--- config.mk ---
export PLATFORM = sky130hd
export DESIGN_NAME = tbc_cfg_regs
export DESIGN_NICKNAME = d
export VERILOG_FILES = /design/src/rtl/core/tbc_pkg.sv /design/src/rtl/core/tbc_cfg_regs.sv
export SDC_FILE = /design/constraint.sdc
export NUM_CORES = 1
export LEC_CHECK = 0
export BUFFER_PORTS_ARGS = -buffer_cell sky130_fd_sc_hd__buf_4
export CAP_MARGIN = 30
export CORE_AREA = 2 2 46 48
export CTS_BUF_LIST = sky130_fd_sc_hd__clkbuf_8
export DETAILED_ROUTE_END_ITERATION = 6
export DIE_AREA = 0 0 48 50
export PLACE_DENSITY = 0.81
export SYNTH_ARGS = -nofsm -noshare
export SYNTH_HDL_FRONTEND = slang
export SYNTH_SLANG_ARGS = --single-unit
--- constraint.sdc ---
create_clock -name clk -period 1.6 [get_ports clk]
set_input_delay 0.24 -clock clk [delete_from_list [all_inputs] [get_ports clk]]
set_output_delay 0.24 -clock clk [all_outputs]
set_load 0.01 [all_outputs]
--- src/rtl/core/tbc_pkg.sv ---
// Shared types, constants and helpers for the tile map box collision block.
`timescale 1ns / 1ps

package tbc_pkg;

  // Tile size in pixels. It must be a power of two so that a tile index is a shift.
  localparam int TILE_PIXELS = 16;
  localparam int TILE_SHIFT  = $clog2(TILE_PIXELS * 256);

  // Request codes.
  localparam logic [1:0] REQ_WRITE = 2'd0;
  localparam logic [1:0] REQ_READ  = 2'd1;
  localparam logic [1:0] REQ_MOVE  = 2'd2;

  // Configuration register indexes.
  localparam int         CFG_IDX_W = 2;
  localparam logic [1:0] CFG_AIR    = 2'd0;
  localparam logic [1:0] CFG_LEAVES = 2'd1;
  localparam logic [1:0] CFG_STONE  = 2'd2;

  localparam logic [7:0] AIR_RESET    = 8'd0;
  localparam logic [7:0] LEAVES_RESET = 8'd0;
  localparam logic [7:0] STONE_RESET  = 8'd3;

  typedef logic signed [15:0] tc_t;   // tile coordinate
  typedef logic signed [23:0] pos_t;  // Q.8 position or velocity
  typedef logic [14:0]        dim_t;  // Q.8 box size

  typedef struct packed {
    logic [7:0] air;
    logic [7:0] leaves;
    logic [7:0] stone;
  } cfg_t;

  typedef struct packed {
    logic       en;
    logic       we;
    tc_t        tx;
    tc_t        ty;
    logic [7:0] wdata;
  } mem_req_t;

  typedef struct packed {
    logic       valid;
    logic [7:0] tile;
  } mem_rsp_t;

  typedef struct packed {
    logic [1:0]  req_type;
    tc_t         tile_x;
    tc_t         tile_y;
    logic [7:0]  tile_value;
    pos_t        box_x;
    pos_t        box_y;
    dim_t        box_w;
    dim_t        box_h;
    pos_t        vel_x;
    pos_t        vel_y;
    logic [15:0] step_time;
  } in_item_t;

  typedef struct packed {
    logic [7:0] tile_out;
    pos_t       new_box_x;
    pos_t       new_box_y;
    pos_t       new_vel_x;
    pos_t       new_vel_y;
    logic       grounded;
  } out_item_t;

  // Clamp a wide signed value to the 24-bit signed range.
  function automatic pos_t sat24(input logic signed [28:0] v);
    pos_t r;
    if (v > 29'sd8388607) begin
      r = 24'sh7FFFFF;
    end else if (v < -29'sd8388608) begin
      r = 24'sh800000;
    end else begin
      r = v[23:0];
    end
    return r;
  endfunction

endpackage

--- src/rtl/core/tbc_cfg_regs.sv ---
// Configuration registers: the two non-solid tile codes and the outside-map code.
`timescale 1ns / 1ps

module tbc_cfg_regs (
  input  logic                      clk,
  input  logic                      rst_n,
  input  logic                      wr_valid,
  input  logic [1:0]                wr_index,
  input  logic [7:0]                wr_data,
  output logic                      wr_ready,
  output tbc_pkg::cfg_t             cfg
);
  import tbc_pkg::*;

  cfg_t cfg_r;
  cfg_t cfg_nxt;

  assign wr_ready = 1'b1;
  assign cfg      = cfg_r;

  always_comb begin
    cfg_nxt = cfg_r;
    if (wr_valid) begin
      case (wr_index)
        CFG_AIR:    cfg_nxt.air    = wr_data;
        CFG_LEAVES: cfg_nxt.leaves = wr_data;
        CFG_STONE:  cfg_nxt.stone  = wr_data;
        default:    cfg_nxt = cfg_r;
      endcase
    end
  end

  always_ff @(posedge clk) begin
    if (!rst_n) begin
      cfg_r.air    <= AIR_RESET;
      cfg_r.leaves <= LEAVES_RESET;
      cfg_r.stone  <= STONE_RESET;
    end else begin
      cfg_r <= cfg_nxt;
    end
  end

endmodule

==> flow_metrics.tcl <==
set metrics [dict create \
    status "finished, final reports clean" \
    cp-end-kind "register" \
    stdcell_count 154 \
    regArea_um2 480 \
    yosysTopAreaCellShare_pct 51.9 \
    crit_required_ns 1.74 \
    cp_top_family "simple AND/OR/NAND/NOR gates" \
    cp_num_cells 3 \
    insertion_delay_ns 0.26 \
    cts_tree "done" \
    regToRegSetupSlack_ns 0.99 \
    powerDensity_mw_per_mm2 929 \
    fin_crit_sh_pct 61.9 \
    synth_area_um2 926 \
    dr.pass1.iters 4 \
    synth.distinct_cells 14 \
    hold_viol 0 \
    r2r-end "cfg[20]" \
    synth_seq_area_share_pct 51.9 \
    ys_warn_count 0 \
    worst_pin_slew_ns 0.501 \
    cts_root_buf "clkbuf_8" \
    max-cap-violations 0 \
    maxSlewHeadroom_pct 66.6 \
    worstSetupStartpointType "primary input" \
    fmax_ghz 1.01 \
    endpoint "cfg[16]" \
    grt_max_degree 33 \
    fillCellCount 157 \
    clkTransAtPathRegs_ns 0.08 \
    yosys-top-cells-area "dfxtp_1, mux2i_1, nand2_1, and3b_1, nand4b_1" \
    htree_levels 1 \
    finalMaxSlewViolations 0 \
    synthToLayoutAreaGrowth_pct 35.0 \
    vias_per_cell 4.80 \
    grt-ovfl-total 0 \
    grt_pass1_wl_um 3000 \
    synth.avg_cell_area_um2 9.96 \
    critPathKind "primary input to register" \
    largest_register_ffs 24 \
    vias 739 \
    drc_errors 0 \
    cp_cell_sequence "buf_4 -> or3b_1 -> mux2i_1" \
    setup_viol 0 \
    cts_buffers 3 \
    syn-num-nets 106 \
    critPathBufInv 1 \
    core_mm2 0.00190 \
    die_area_mm2 0.00240 \
    rsz0062_at_grt "false" \
    wl_per_cell_um 12.2 \
    nNetsFinal 141 \
    yosysTopAreaCell "dfxtp_1" \
    ys_async_sr_fraction_pct 0 \
    grt_pass1_vias 719 \
    io-pin-count 38 \
    clock_skew_ns 0 \
    final_layout_size_suffix_gt1_share_pct 31.5 \
    grt_util_all_layers_pct 17.8 \
    dieWidth_um 48 \
    initial_utilization_pct 48.7 \
    netlist_top_cells_count "nand2_1, dfxtp_1, mux2i_1" \
    power_uw 1160 \
    synth_edf_count 0 \
    cp_data_arrival_time_ns 1.13 \
    fin_hold_ws_ns 0.262 \
    setup.worst_path.start "wr_index[0]" \
    antenna_cells 0 \
    cts.path.max_buffers 2 \
    cpPeakStageDelay_ns 0.57 \
    drtIter0Drc 8 \
    cp_max_fo 8 \
    tns_ns 0 \
    period_minus_slack_ns 0.991 \
    cts_hold_buf 0 \
    reg2regPathDepth 2 \
    antenna_found_initial 0 \
    die_y_um 50 \
    ys_ff_latch 24 \
    yosys.cell_count.top_type "nand2_1" \
    finalWeightedCongestion 0.832 \
    io_buffers 36 \
    rr_startpoint "cfg[20]" \
    ant_nets 0 \
    dp.cells 150 \
    num_rows 16 \
    cts_setup_buffers 0 \
    cts_sinks 24 \
    cts_resized 0 \
    syn_inst 93 \
    place_hpwl_um 1340 \
    drt-total-wl_um 1880 \
    leakage_uw 0.000636 \
    critical_path.slowest_cell "or3b_1" \
    peakVddDrop_mv 0.516 \
    ys.flop_type "dfxtp_1" \
    hp-class "primary input to register" \
    multi_input_area_um2 403 \
]
[per-layer routing]
layer	GRT usage, %	vias up	share of wire [%]
met5	0	-	0
met2	26.7	33	48
met3	1.47	8	6.1
met4	13.1	0	3.7
li1	-	372	-
met1	22.8	326	42
[area by class of cell]
type	instances	area share, %
flip-flops and latches	24	38.4
clock buffers	4	4.40
well taps	27	2.70
repair buffers	36	21.6
multi-input cells	61	32.2
inverters	2	0.601
[how the worst min path moves through the flow]
stage / from / end / cells after the start
after floorplan: wr_data[0] / cfg[16] / 2
after global placement: cfg[10] / cfg[10] / 2
after detailed placement: cfg[9] / cfg[9] / 2
after CTS: wr_data[0] / cfg[8] / 3
after global routing: wr_data[0] / cfg[8] / 3
final: wr_data[0] / cfg[8] / 3
[placed cells by master, fill, tap and decap left out, drive strengths merged]
master,n
or3b,1
o211ai,2
nand2,30
inv,2
mux2i,22
nand4b,2
buf,36
nand3b,1
clkbuf,4
and3b,2
conb,1
dfxtp,24
[worst reg2reg max path: cells and delay by family (launching register included)]
kind	cells	cell delay, ns
DFF	1	0.35
muxes	1	0.14
and+or+nand+nor	1	0.05
[metrics by stage]
step	setup slack [ns]	area (um2)	util (%)
finish	0.609	1250	65.7
global route	0.577	1250	65.7
CTS	0.609	1250	65.7
detailed placement	0.321	1190	62.8
global placement	0.357	1190	62.8
floorplan	0.612	926	-
[cell families (layout without fill, tap and decap cells)]
family | Yosys count | count (layout) | share of synthesized area [%]
AOI/OAI and AO/OA | 2 | 2 | 1.62
buffers and inverters | 8 | 42 | 4.59
DFF | 24 | 24 | 51.9
muxes | 22 | 22 | 23.8
other | 1 | 1 | 0.405
and+or+nand+nor | 36 | 36 | 17.7
[where the power goes]
group | internal (uW) | total [uW] | switching (uW) | leakage, uW
logic | 68.3 | 133 | 64.6 | 0.000412
registers | 619 | 630 | 11.5 | 0.000195
clock network | 219 | 398 | 178 | 0.0000288
Note: power is estimated with default switching activity, not from simulation.
