$ cat src/rtl/core/tbc_pkg.sv
// Shared types, constants and helpers for the tile map box collision block.
`timescale 1ns / 1ps

package tbc_pkg;

  // Tile size in pixels. It must be a power of two so that a tile index is a shift.
  localparam int TILE_PIXELS = 16;
  localparam int TILE_SHIFT  = $clog2(TILE_PIXELS * 256);

  // Request codes.
  localparam logic [1:0] REQ_WRITE = 2'd0;
  localparam logic [1:0] REQ_READ  = 2'd1;
  localparam logic [1:0] REQ_MOVE  = 2'd2;

  // Configuration register indexes.
  localparam int         CFG_IDX_W = 2;
  localparam logic [1:0] CFG_AIR    = 2'd0;
  localparam logic [1:0] CFG_LEAVES = 2'd1;
  localparam logic [1:0] CFG_STONE  = 2'd2;

  localparam logic [7:0] AIR_RESET    = 8'd0;
  localparam logic [7:0] LEAVES_RESET = 8'd0;
  localparam logic [7:0] STONE_RESET  = 8'd3;

  typedef logic signed [15:0] tc_t;   // tile coordinate
  typedef logic signed [23:0] pos_t;  // Q.8 position or velocity
  typedef logic [14:0]        dim_t;  // Q.8 box size

  typedef struct packed {
    logic [7:0] air;
    logic [7:0] leaves;
    logic [7:0] stone;
  } cfg_t;

  typedef struct packed {
    logic       en;
    logic       we;
    tc_t        tx;
    tc_t        ty;
    logic [7:0] wdata;
  } mem_req_t;

  typedef struct packed {
    logic       valid;
    logic [7:0] tile;
  } mem_rsp_t;

  typedef struct packed {
    logic [1:0]  req_type;
    tc_t         tile_x;
    tc_t         tile_y;
    logic [7:0]  tile_value;
    pos_t        box_x;
    pos_t        box_y;
    dim_t        box_w;
    dim_t        box_h;
    pos_t        vel_x;
    pos_t        vel_y;
    logic [15:0] step_time;
  } in_item_t;

  typedef struct packed {
    logic [7:0] tile_out;
    pos_t       new_box_x;
    pos_t       new_box_y;
    pos_t       new_vel_x;
    pos_t       new_vel_y;
    logic       grounded;
  } out_item_t;

  // Clamp a wide signed value to the 24-bit signed range.
  function automatic pos_t sat24(input logic signed [28:0] v);
    pos_t r;
    if (v > 29'sd8388607) begin
      r = 24'sh7FFFFF;
    end else if (v < -29'sd8388608) begin
      r = 24'sh800000;
    end else begin
      r = v[23:0];
    end
    return r;
  endfunction

endpackage

$ cat src/rtl/core/tbc_ctrl.sv
// Request sequencer: tile writes and reads, and the two-axis move with tile span scans.
`timescale 1ns / 1ps

module tbc_ctrl #(
  parameter int MAX_SPAN_TILES = 8
) (
  input  logic                 clk,
  input  logic                 rst_n,
  input  logic                 in_valid,
  output logic                 in_ready,
  input  tbc_pkg::in_item_t    in_item,
  output logic                 out_valid,
  input  logic                 out_ready,
  output tbc_pkg::out_item_t   out_item,
  input  tbc_pkg::cfg_t        cfg,
  output tbc_pkg::mem_req_t    mem_req,
  input  tbc_pkg::mem_rsp_t    mem_rsp
);
  import tbc_pkg::*;

  typedef enum logic [3:0] {
    S_IDLE, S_WRITE, S_RD_ISSUE, S_RD_WAIT, S_MUL, S_POS,
    S_SETUP, S_SPAN, S_SCAN, S_SNAP, S_DONE
  } state_t;

  state_t             state_r, state_nxt;
  logic [1:0]         req_r, req_nxt;
  tc_t                tx_r, tx_nxt, ty_r, ty_nxt;
  logic [7:0]         wdata_r, wdata_nxt;
  pos_t               pos_x_r, pos_x_nxt, pos_y_r, pos_y_nxt;
  pos_t               vx_r, vx_nxt, vy_r, vy_nxt;
  dim_t               w_r, w_nxt, h_r, h_nxt;
  logic [15:0]        dt_r, dt_nxt;
  logic signed [40:0] prod_r, prod_nxt;
  logic               axis_r, axis_nxt;
  tc_t                line_r, line_nxt, c_r, c_nxt, cend_r, cend_nxt;
  logic [7:0]         tile_res_r, tile_res_nxt;
  logic               gnd_r, gnd_nxt;
  logic               out_valid_r, out_valid_nxt;
  out_item_t          out_r, out_nxt;

  // Current-axis views of the working registers (axis 0 is X, axis 1 is Y).
  pos_t               vel_sel, pos_sel, cross_pos;
  dim_t               lead_size, cross_size;
  logic signed [24:0] disp;
  logic signed [25:0] moved, lead_edge, cross_far;
  logic signed [28:0] face;
  tc_t                line_calc, c0_calc, c1_calc, span_lim;
  logic               issue, solid, load_out;

  assign in_ready  = (state_r == S_IDLE);
  assign out_valid = out_valid_r;
  assign out_item  = out_r;

  assign vel_sel    = axis_r ? vy_r : vx_r;
  assign pos_sel    = axis_r ? pos_y_r : pos_x_r;
  assign cross_pos  = axis_r ? pos_x_r : pos_y_r;
  assign lead_size  = axis_r ? h_r : w_r;
  assign cross_size = axis_r ? w_r : h_r;

  // Displacement is the product shifted down by 16, rounding toward minus infinity.
  assign disp  = prod_r[40:16];
  assign moved = 26'(pos_sel) + 26'(disp);

  // Leading edge is the far side (pos + size) when moving in the positive direction.
  assign lead_edge = vel_sel[23] ? 26'(pos_sel)
                                 : 26'(pos_sel) + 26'($signed({1'b0, lead_size}));
  assign cross_far = 26'(cross_pos) + 26'($signed({1'b0, cross_size})) - 26'sd1;
  assign line_calc = tc_t'($signed(lead_edge[25:TILE_SHIFT]));
  assign c0_calc   = tc_t'($signed(cross_pos[23:TILE_SHIFT]));
  assign c1_calc   = tc_t'($signed(cross_far[25:TILE_SHIFT]));
  assign span_lim  = c_r + tc_t'(MAX_SPAN_TILES);

  assign face = vel_sel[23] ? ((29'(line_r) + 29'sd1) <<< TILE_SHIFT)
                            : ((29'(line_r) <<< TILE_SHIFT) - 29'($signed({1'b0, lead_size})));

  assign issue    = (c_r <= cend_r);
  assign solid    = mem_rsp.valid && (mem_rsp.tile != cfg.air) &&
                    (mem_rsp.tile != cfg.leaves);
  assign load_out = !out_valid_r || out_ready;

  always_comb begin
    state_nxt     = state_r;
    req_nxt       = req_r;
    tx_nxt        = tx_r;
    ty_nxt        = ty_r;
    wdata_nxt     = wdata_r;
    pos_x_nxt     = pos_x_r;
    pos_y_nxt     = pos_y_r;
    vx_nxt        = vx_r;
    vy_nxt        = vy_r;
    w_nxt         = w_r;
    h_nxt         = h_r;
    dt_nxt        = dt_r;
    prod_nxt      = prod_r;
    axis_nxt      = axis_r;
    line_nxt      = line_r;
    c_nxt         = c_r;
    cend_nxt      = cend_r;
    tile_res_nxt  = tile_res_r;
    gnd_nxt       = gnd_r;
    out_valid_nxt = out_valid_r && !out_ready;
    out_nxt       = out_r;
    mem_req       = '0;

    case (state_r)
      S_IDLE: begin
        if (in_valid) begin
          req_nxt      = in_item.req_type;
          tx_nxt       = in_item.tile_x;
          ty_nxt       = in_item.tile_y;
          wdata_nxt    = in_item.tile_value;
          pos_x_nxt    = in_item.box_x;
          pos_y_nxt    = in_item.box_y;
          w_nxt        = in_item.box_w;
          h_nxt        = in_item.box_h;
          vx_nxt       = in_item.vel_x;
          vy_nxt       = in_item.vel_y;
          dt_nxt       = in_item.step_time;
          axis_nxt     = 1'b0;
          tile_res_nxt = 8'd0;
          gnd_nxt      = 1'b0;
          case (in_item.req_type)
            REQ_WRITE: state_nxt = S_WRITE;
            REQ_READ:  state_nxt = S_RD_ISSUE;
            REQ_MOVE:  state_nxt = S_MUL;
            default:   state_nxt = S_DONE;
          endcase
        end
      end
      S_WRITE: begin
        mem_req.en    = 1'b1;
        mem_req.we    = 1'b1;
        mem_req.tx    = tx_r;
        mem_req.ty    = ty_r;
        mem_req.wdata = wdata_r;
        state_nxt     = S_DONE;
      end
      S_RD_ISSUE: begin
        mem_req.en = 1'b1;
        mem_req.tx = tx_r;
        mem_req.ty = ty_r;
        state_nxt  = S_RD_WAIT;
      end
      S_RD_WAIT: begin
        tile_res_nxt = mem_rsp.tile;
        state_nxt    = S_DONE;
      end
      S_MUL: begin
        prod_nxt  = vel_sel * $signed({1'b0, dt_r});
        state_nxt = S_POS;
      end
      S_POS: begin
        if (axis_r) begin
          pos_y_nxt = sat24(29'(moved));
        end else begin
          pos_x_nxt = sat24(29'(moved));
        end
        if (vel_sel != 24'sd0) begin
          state_nxt = S_SETUP;
        end else if (!axis_r) begin
          axis_nxt  = 1'b1;
          state_nxt = S_MUL;
        end else begin
          state_nxt = S_DONE;
        end
      end
      S_SETUP: begin
        line_nxt  = line_calc;
        c_nxt     = c0_calc;
        cend_nxt  = c1_calc;
        state_nxt = S_SPAN;
      end
      S_SPAN: begin
        if (cend_r > span_lim) begin
          cend_nxt = span_lim;
        end
        state_nxt = S_SCAN;
      end
      S_SCAN: begin
        // One tile read per cycle; each response is checked in the cycle after its read.
        if (issue) begin
          mem_req.en = 1'b1;
          mem_req.tx = axis_r ? c_r : line_r;
          mem_req.ty = axis_r ? line_r : c_r;
          c_nxt      = c_r + 16'sd1;
        end
        if (solid) begin
          state_nxt = S_SNAP;
        end else if (!issue) begin
          if (!axis_r) begin
            axis_nxt  = 1'b1;
            state_nxt = S_MUL;
          end else begin
            state_nxt = S_DONE;
          end
        end
      end
      S_SNAP: begin
        if (axis_r) begin
          pos_y_nxt = sat24(face);
          vy_nxt    = 24'sd0;
          gnd_nxt   = !vel_sel[23];
          state_nxt = S_DONE;
        end else begin
          pos_x_nxt = sat24(face);
          vx_nxt    = 24'sd0;
          axis_nxt  = 1'b1;
          state_nxt = S_MUL;
        end
      end
      S_DONE: begin
        if (load_out) begin
          out_valid_nxt    = 1'b1;
          out_nxt          = '0;
          out_nxt.tile_out = tile_res_r;
          if (req_r == REQ_MOVE) begin
            out_nxt.new_box_x = pos_x_r;
            out_nxt.new_box_y = pos_y_r;
            out_nxt.new_vel_x = vx_r;
            out_nxt.new_vel_y = vy_r;
            out_nxt.grounded  = gnd_r;
          end
          state_nxt = S_IDLE;
        end
      end
      default: begin
        state_nxt = S_IDLE;
      end
    endcase
  end

  always_ff @(posedge clk) begin
    if (!rst_n) begin
      state_r     <= S_IDLE;
      out_valid_r <= 1'b0;
    end else begin
      state_r     <= state_nxt;
      out_valid_r <= out_valid_nxt;
    end
    req_r      <= req_nxt;
    tx_r       <= tx_nxt;
    ty_r       <= ty_nxt;
    wdata_r    <= wdata_nxt;
    pos_x_r    <= pos_x_nxt;
    pos_y_r    <= pos_y_nxt;
    vx_r       <= vx_nxt;
    vy_r       <= vy_nxt;
    w_r        <= w_nxt;
    h_r        <= h_nxt;
    dt_r       <= dt_nxt;
    prod_r     <= prod_nxt;
    axis_r     <= axis_nxt;
    line_r     <= line_nxt;
    c_r        <= c_nxt;
    cend_r     <= cend_nxt;
    tile_res_r <= tile_res_nxt;
    gnd_r      <= gnd_nxt;
    out_r      <= out_nxt;
  end

endmodule

$ cat config.mk
export PLATFORM = sky130hd
export DESIGN_NAME = tbc_ctrl
export DESIGN_NICKNAME = d
export VERILOG_FILES = /design/src/rtl/core/tbc_pkg.sv /design/src/rtl/core/tbc_ctrl.sv
export SDC_FILE = /design/constraint.sdc
export NUM_CORES = 2
export LEC_CHECK = 0
export BUFFER_PORTS_ARGS = -buffer_cell sky130_fd_sc_hd__buf_2
export CAP_MARGIN = 40
export CORE_MARGIN = 4
export CORE_UTILIZATION = 58
export DETAILED_ROUTE_END_ITERATION = 6
export PLACE_DENSITY = 0.79
export SLEW_MARGIN = 40
export SYNTH_ARGS = -nofsm -noshare
export SYNTH_HDL_FRONTEND = slang
export SYNTH_SLANG_ARGS = --single-unit
$ cat constraint.sdc
create_clock -name clk -period 12.48 [get_ports clk]
set_input_delay 0.624 -clock clk [delete_from_list [all_inputs] [get_ports clk]]
set_output_delay 0.624 -clock clk [all_outputs]
set_load 0.01 [all_outputs]
==> metrics.md <==
| Metric | Value |
|---|---|
| Outcome | completed |
| Gpl congestion | 0.944 |
| Worst slew pin tran | 0.864 ns |
| Final worst slack | about 4.1 ns |
| Post-synth ARST share | 0% |
| Multi-input gate area | 20600 sq um |
| Post-synthesis mux area share | about 4.1% |
| Dpl ws | between 3 and 4 ns |
| CP Buf/Inv Count | 6 |
| YS warnings | 0 |
| Drt total wl | between 90 and 100 mm |
| Mapped Avg Cell Area | a little over 10 sq um |
| Layout Area Growth over Synthesis | 12.3% |
| First-pass DRT Iterations | 7 |
| Core Area | between 50000 and 60000 sq um |
| H-tree levels | 2 |
| Syn Std Cell Area | between 30000 and 40000 sq um |
| Post-Synth XOR/XNOR Area | 3.21% |
| Total negative slack | 0 ns |
| Synth Instances | between 3000 and 4000 |
| WL/cell | roughly 20 um |
| Clock Tree Buf Depth | 3 |
| Clk slew on worst S/H paths | roughly 0.06 ns |
| PortBufs | roughly 360 |
| Initial DRC Count | ~2500 |
| Post-Synth Simple-Gate Area | 15.2% |
| First-pass GRT wire length | between 100 and 150 mm |
| RSZ-0062 raised after global routing | false |
| Crit Path Class | flop to flop |
| Initial antenna violation count | 4 |
| Total GRT Usage | 28.8% |
| Max Slew Vio Count | 0 |
| Arrival time at the worst endpoint | a little under 9 ns |
| Yosys cell types | between 80 and 90 |
| Register Area | 11200 sq um |
| CP max stage delay | roughly 0.66 ns |
| Sequential share of the synthesized area | about a third |
| TritonCTS buffer count | 45 |
| Final setup fails | 0 |
| Largest net degree at the start of global routing | 98 |
| Routed via count | about 26000 |
| Synth Area in Adders | 29.7% |
| Critical path fanouts, max | between 60 and 70 |
| Dominant synthesized flop cell | edfxtp_1 |
| CTS Hold Buffers Added | 0 |
| # DRC | 0 |
| Cell mode on critical path | fa_1 |
| Post-CTS sizing | 0 |
| CP required | approximately 13 ns |
| Cell accounting for the most synthesized area | edfxtp_1 |
| CTS tree | yes |
| CP startpoint kind | flop |
| Number of synthesized flops with an enable pin | ~370 |
| Clock Sinks | ~370 |
| Die width | 251 um |
| Final hold viol count | 0 |
| Postcts setup bufs | 0 |
| # IOs | 370 |
| Starting Density | 59.1% |
| Worst path top cell family by delay | adder cells |
| Minimum clock period | between 8 and 9 ns |
| Synth area leaders | edfxtp_1 32%, fa_1 22%, ha_1 7.8% |
| Relative slew slack | between 40% and 50% |
| Detail Route Antenna Nets | 0 |
| Die Y | roughly 250 um |
| Nets@finish | 4451 |
| Worst Skew | roughly 0.034 ns |
| Fmax | between 100 and 150 MHz |
| Vias in the first global route | roughly 26000 |
| CP endpoint kind | flop |
| DIE AREA | around 63000 sq um |
| CP max stage cell | fa_1 |
| Critical-path cell list | buf_6, mux2_2, buf_4, and2_1, fa_1, inv_1, fa_1, inv_1, fa_1, fa_1, fa_1, inv_1, fa_1, inv_1, ha_1, nand2_1, nor2_1, a221o_1, a21o_1, a21o_1, a221o_1, o21ai_0, mux2i_1, nand2_1 |
| Share of cells above drive strength 1 | between 10% and 20% |
| Standard-cell rows | 88 |
| Net count after synthesis | ~4100 |
| Hold/Removal Path Class | primary input to flop |
| Period utilisation layout | 67.2% |
| Max cap viols | 0 |
| Area fraction in compound gates after synthesis | around 7.6% |
| Remaining global-route overflow | 0 |
| Root buffer cell | clkbuf_16 |
| Top cell type's share of synthesized area | between 30% and 40% |
| Synthesized flop and latch total | approximately 370 |
| Fillers | 4541 |
| Main combinational cell family by area after synthesis | adder cells |
| Dpl hpwl | 70.2 mm |
| Skew-Pair Late Insertion Delay | between 0.6 and 0.7 ns |
| Vias per cell | 5.77 |
==> cell families (layout without fill, tap and decap cells) <==
| group | Yosys count | after routing |
|---|---|---|
| DFF | 374 | 374 |
| muxes | 135 | 135 |
| AOI/OAI and AO/OA | 403 | 403 |
| buffers and inverters | 677 | 1019 |
| adders and majority gates | 589 | 589 |
| xor gates and xnor gates | 125 | 125 |
| and+or+nand+nor | 1032 | 1032 |
| other | 0 | 5 |
==> per-layer routing <==
layer	routed length, um	up-vias	GRT usage (%)
li1	-	11586	-
met1	36000	12599	38.5
met2	42900	1266	46.7
met3	9190	207	6.70
met4	3520	0	10.4
met5	0	-	0
==> registers in the layout, indices dropped and copies added (netlist names), 15 cells and up <==
signal    count
out_item    105
prod_r       25
pos_x_r      24
pos_y_r      24
vx_r         24
vy_r         24
c_r          16
cend_r       16
dt_r         16
tx_r         16
ty_r         16
h_r          15
w_r          15
==> through the flow <==
stage          hold WS [ns]  instances  util, %  instance area (sq um)
6_report              0.191       4447     66.3                  38600
5_1_grt               0.177       4446     66.3                  38600
4_1_cts               0.162       4437     66.2                  38500
3_3_place_gp          0.403       4350     63.3                  36800
3_5_place_dp          0.412       4354     63.5                  36900
2_1_floorplan         0.400       3335        -                  34300
==> path summary, 6_finish.rpt <==
kind / cells past startpoint / from / endpoint / slack, ns
worst max-delay path: 24 / axis_r$_DFFE_PP_ / prod_r[37]$_DFFE_PP_ / 4.09
worst max register to register: 24 / axis_r$_DFFE_PP_ / prod_r[37]$_DFFE_PP_ / 4.09
worst min register to register: 0 / tile_res_r[5]$_SDFFCE_PN0P_ / out_item[102]$_DFFE_PP_ / 0.42
worst min-delay path: 1 / in_item[86] / w_r[7]$_DFFE_PP_ / 0.19
==> worst reg2reg max path, delay by kind of cell, from the launching register on <==
kind,cells,cell delay (ns)
flip-flops,1,0.55
buffers and inverters,6,1.30
AND/OR/NAND/NOR,4,0.60
multiplexers,2,0.70
AO/OA/AOI/OAI,5,1.27
adder cells (fa/ha/maj),7,3.71
==> synth_stat cells (9+ instances only) <==
| master | n |
|---|---|
| nand4_1 | 25 |
| a211oi_1 | 10 |
| mux2i_1 | 77 |
| edfxtp_1 | 369 |
| o21bai_1 | 9 |
| o21ai_0 | 81 |
| nand2_1 | 377 |
| mux2_2 | 58 |
| nand2b_1 | 16 |
| xor2_1 | 50 |
| a21o_1 | 38 |
| a31oi_1 | 16 |
| nor2b_1 | 20 |
| a211o_1 | 10 |
| or3_1 | 11 |
| o21a_1 | 18 |
| and3_1 | 22 |
| nor3_1 | 26 |
| fa_1 | 376 |
| nor4_1 | 20 |
| and2_1 | 328 |
| nand3_1 | 64 |
| buf_2 | 21 |
| xnor2_1 | 74 |
| a21oi_1 | 134 |
| inv_1 | 532 |
| nor2_1 | 91 |
| clkbuf_1 | 116 |
| ha_1 | 213 |
| o211ai_1 | 10 |
==> placed cells by master (no fill, tap or decap), types with 8 or more instances in the layout <==
cell type	count
a211o_1	10
a211oi_1	8
a21o_1	38
a21oi_1	134
a31oi_1	16
and2_1	328
and3_1	22
buf_2	361
buf_4	33
buf_6	8
clkbuf_1	8
clkbuf_16	45
edfxtp_1	369
fa_1	376
ha_1	213
inv_1	531
mux2_2	58
mux2i_1	76
nand2_1	377
nand2b_1	15
nand3_1	64
nand4_1	25
nor2_1	90
nor2b_1	19
nor3_1	22
nor4_1	20
o211ai_1	10
o21a_1	18
o21ai_0	76
o21bai_1	9
or3_1	11
xnor2_1	74
xor2_1	50
==> area by class of cell <==
type | instances | share of cell area [%]
clock inverter | 28 | 1.01
sequential | 374 | 29.0
timing repair buffer | 404 | 5.67
clock buffer | 55 | 3.07
inverter | 532 | 5.19
tap | 765 | 2.48
multi-input combinational | 2284 | 53.5
antenna | 5 | 0.0324
Power is not shown: default switching activity piles up to over one toggle a cycle in this logic, so the estimate is an artifact.
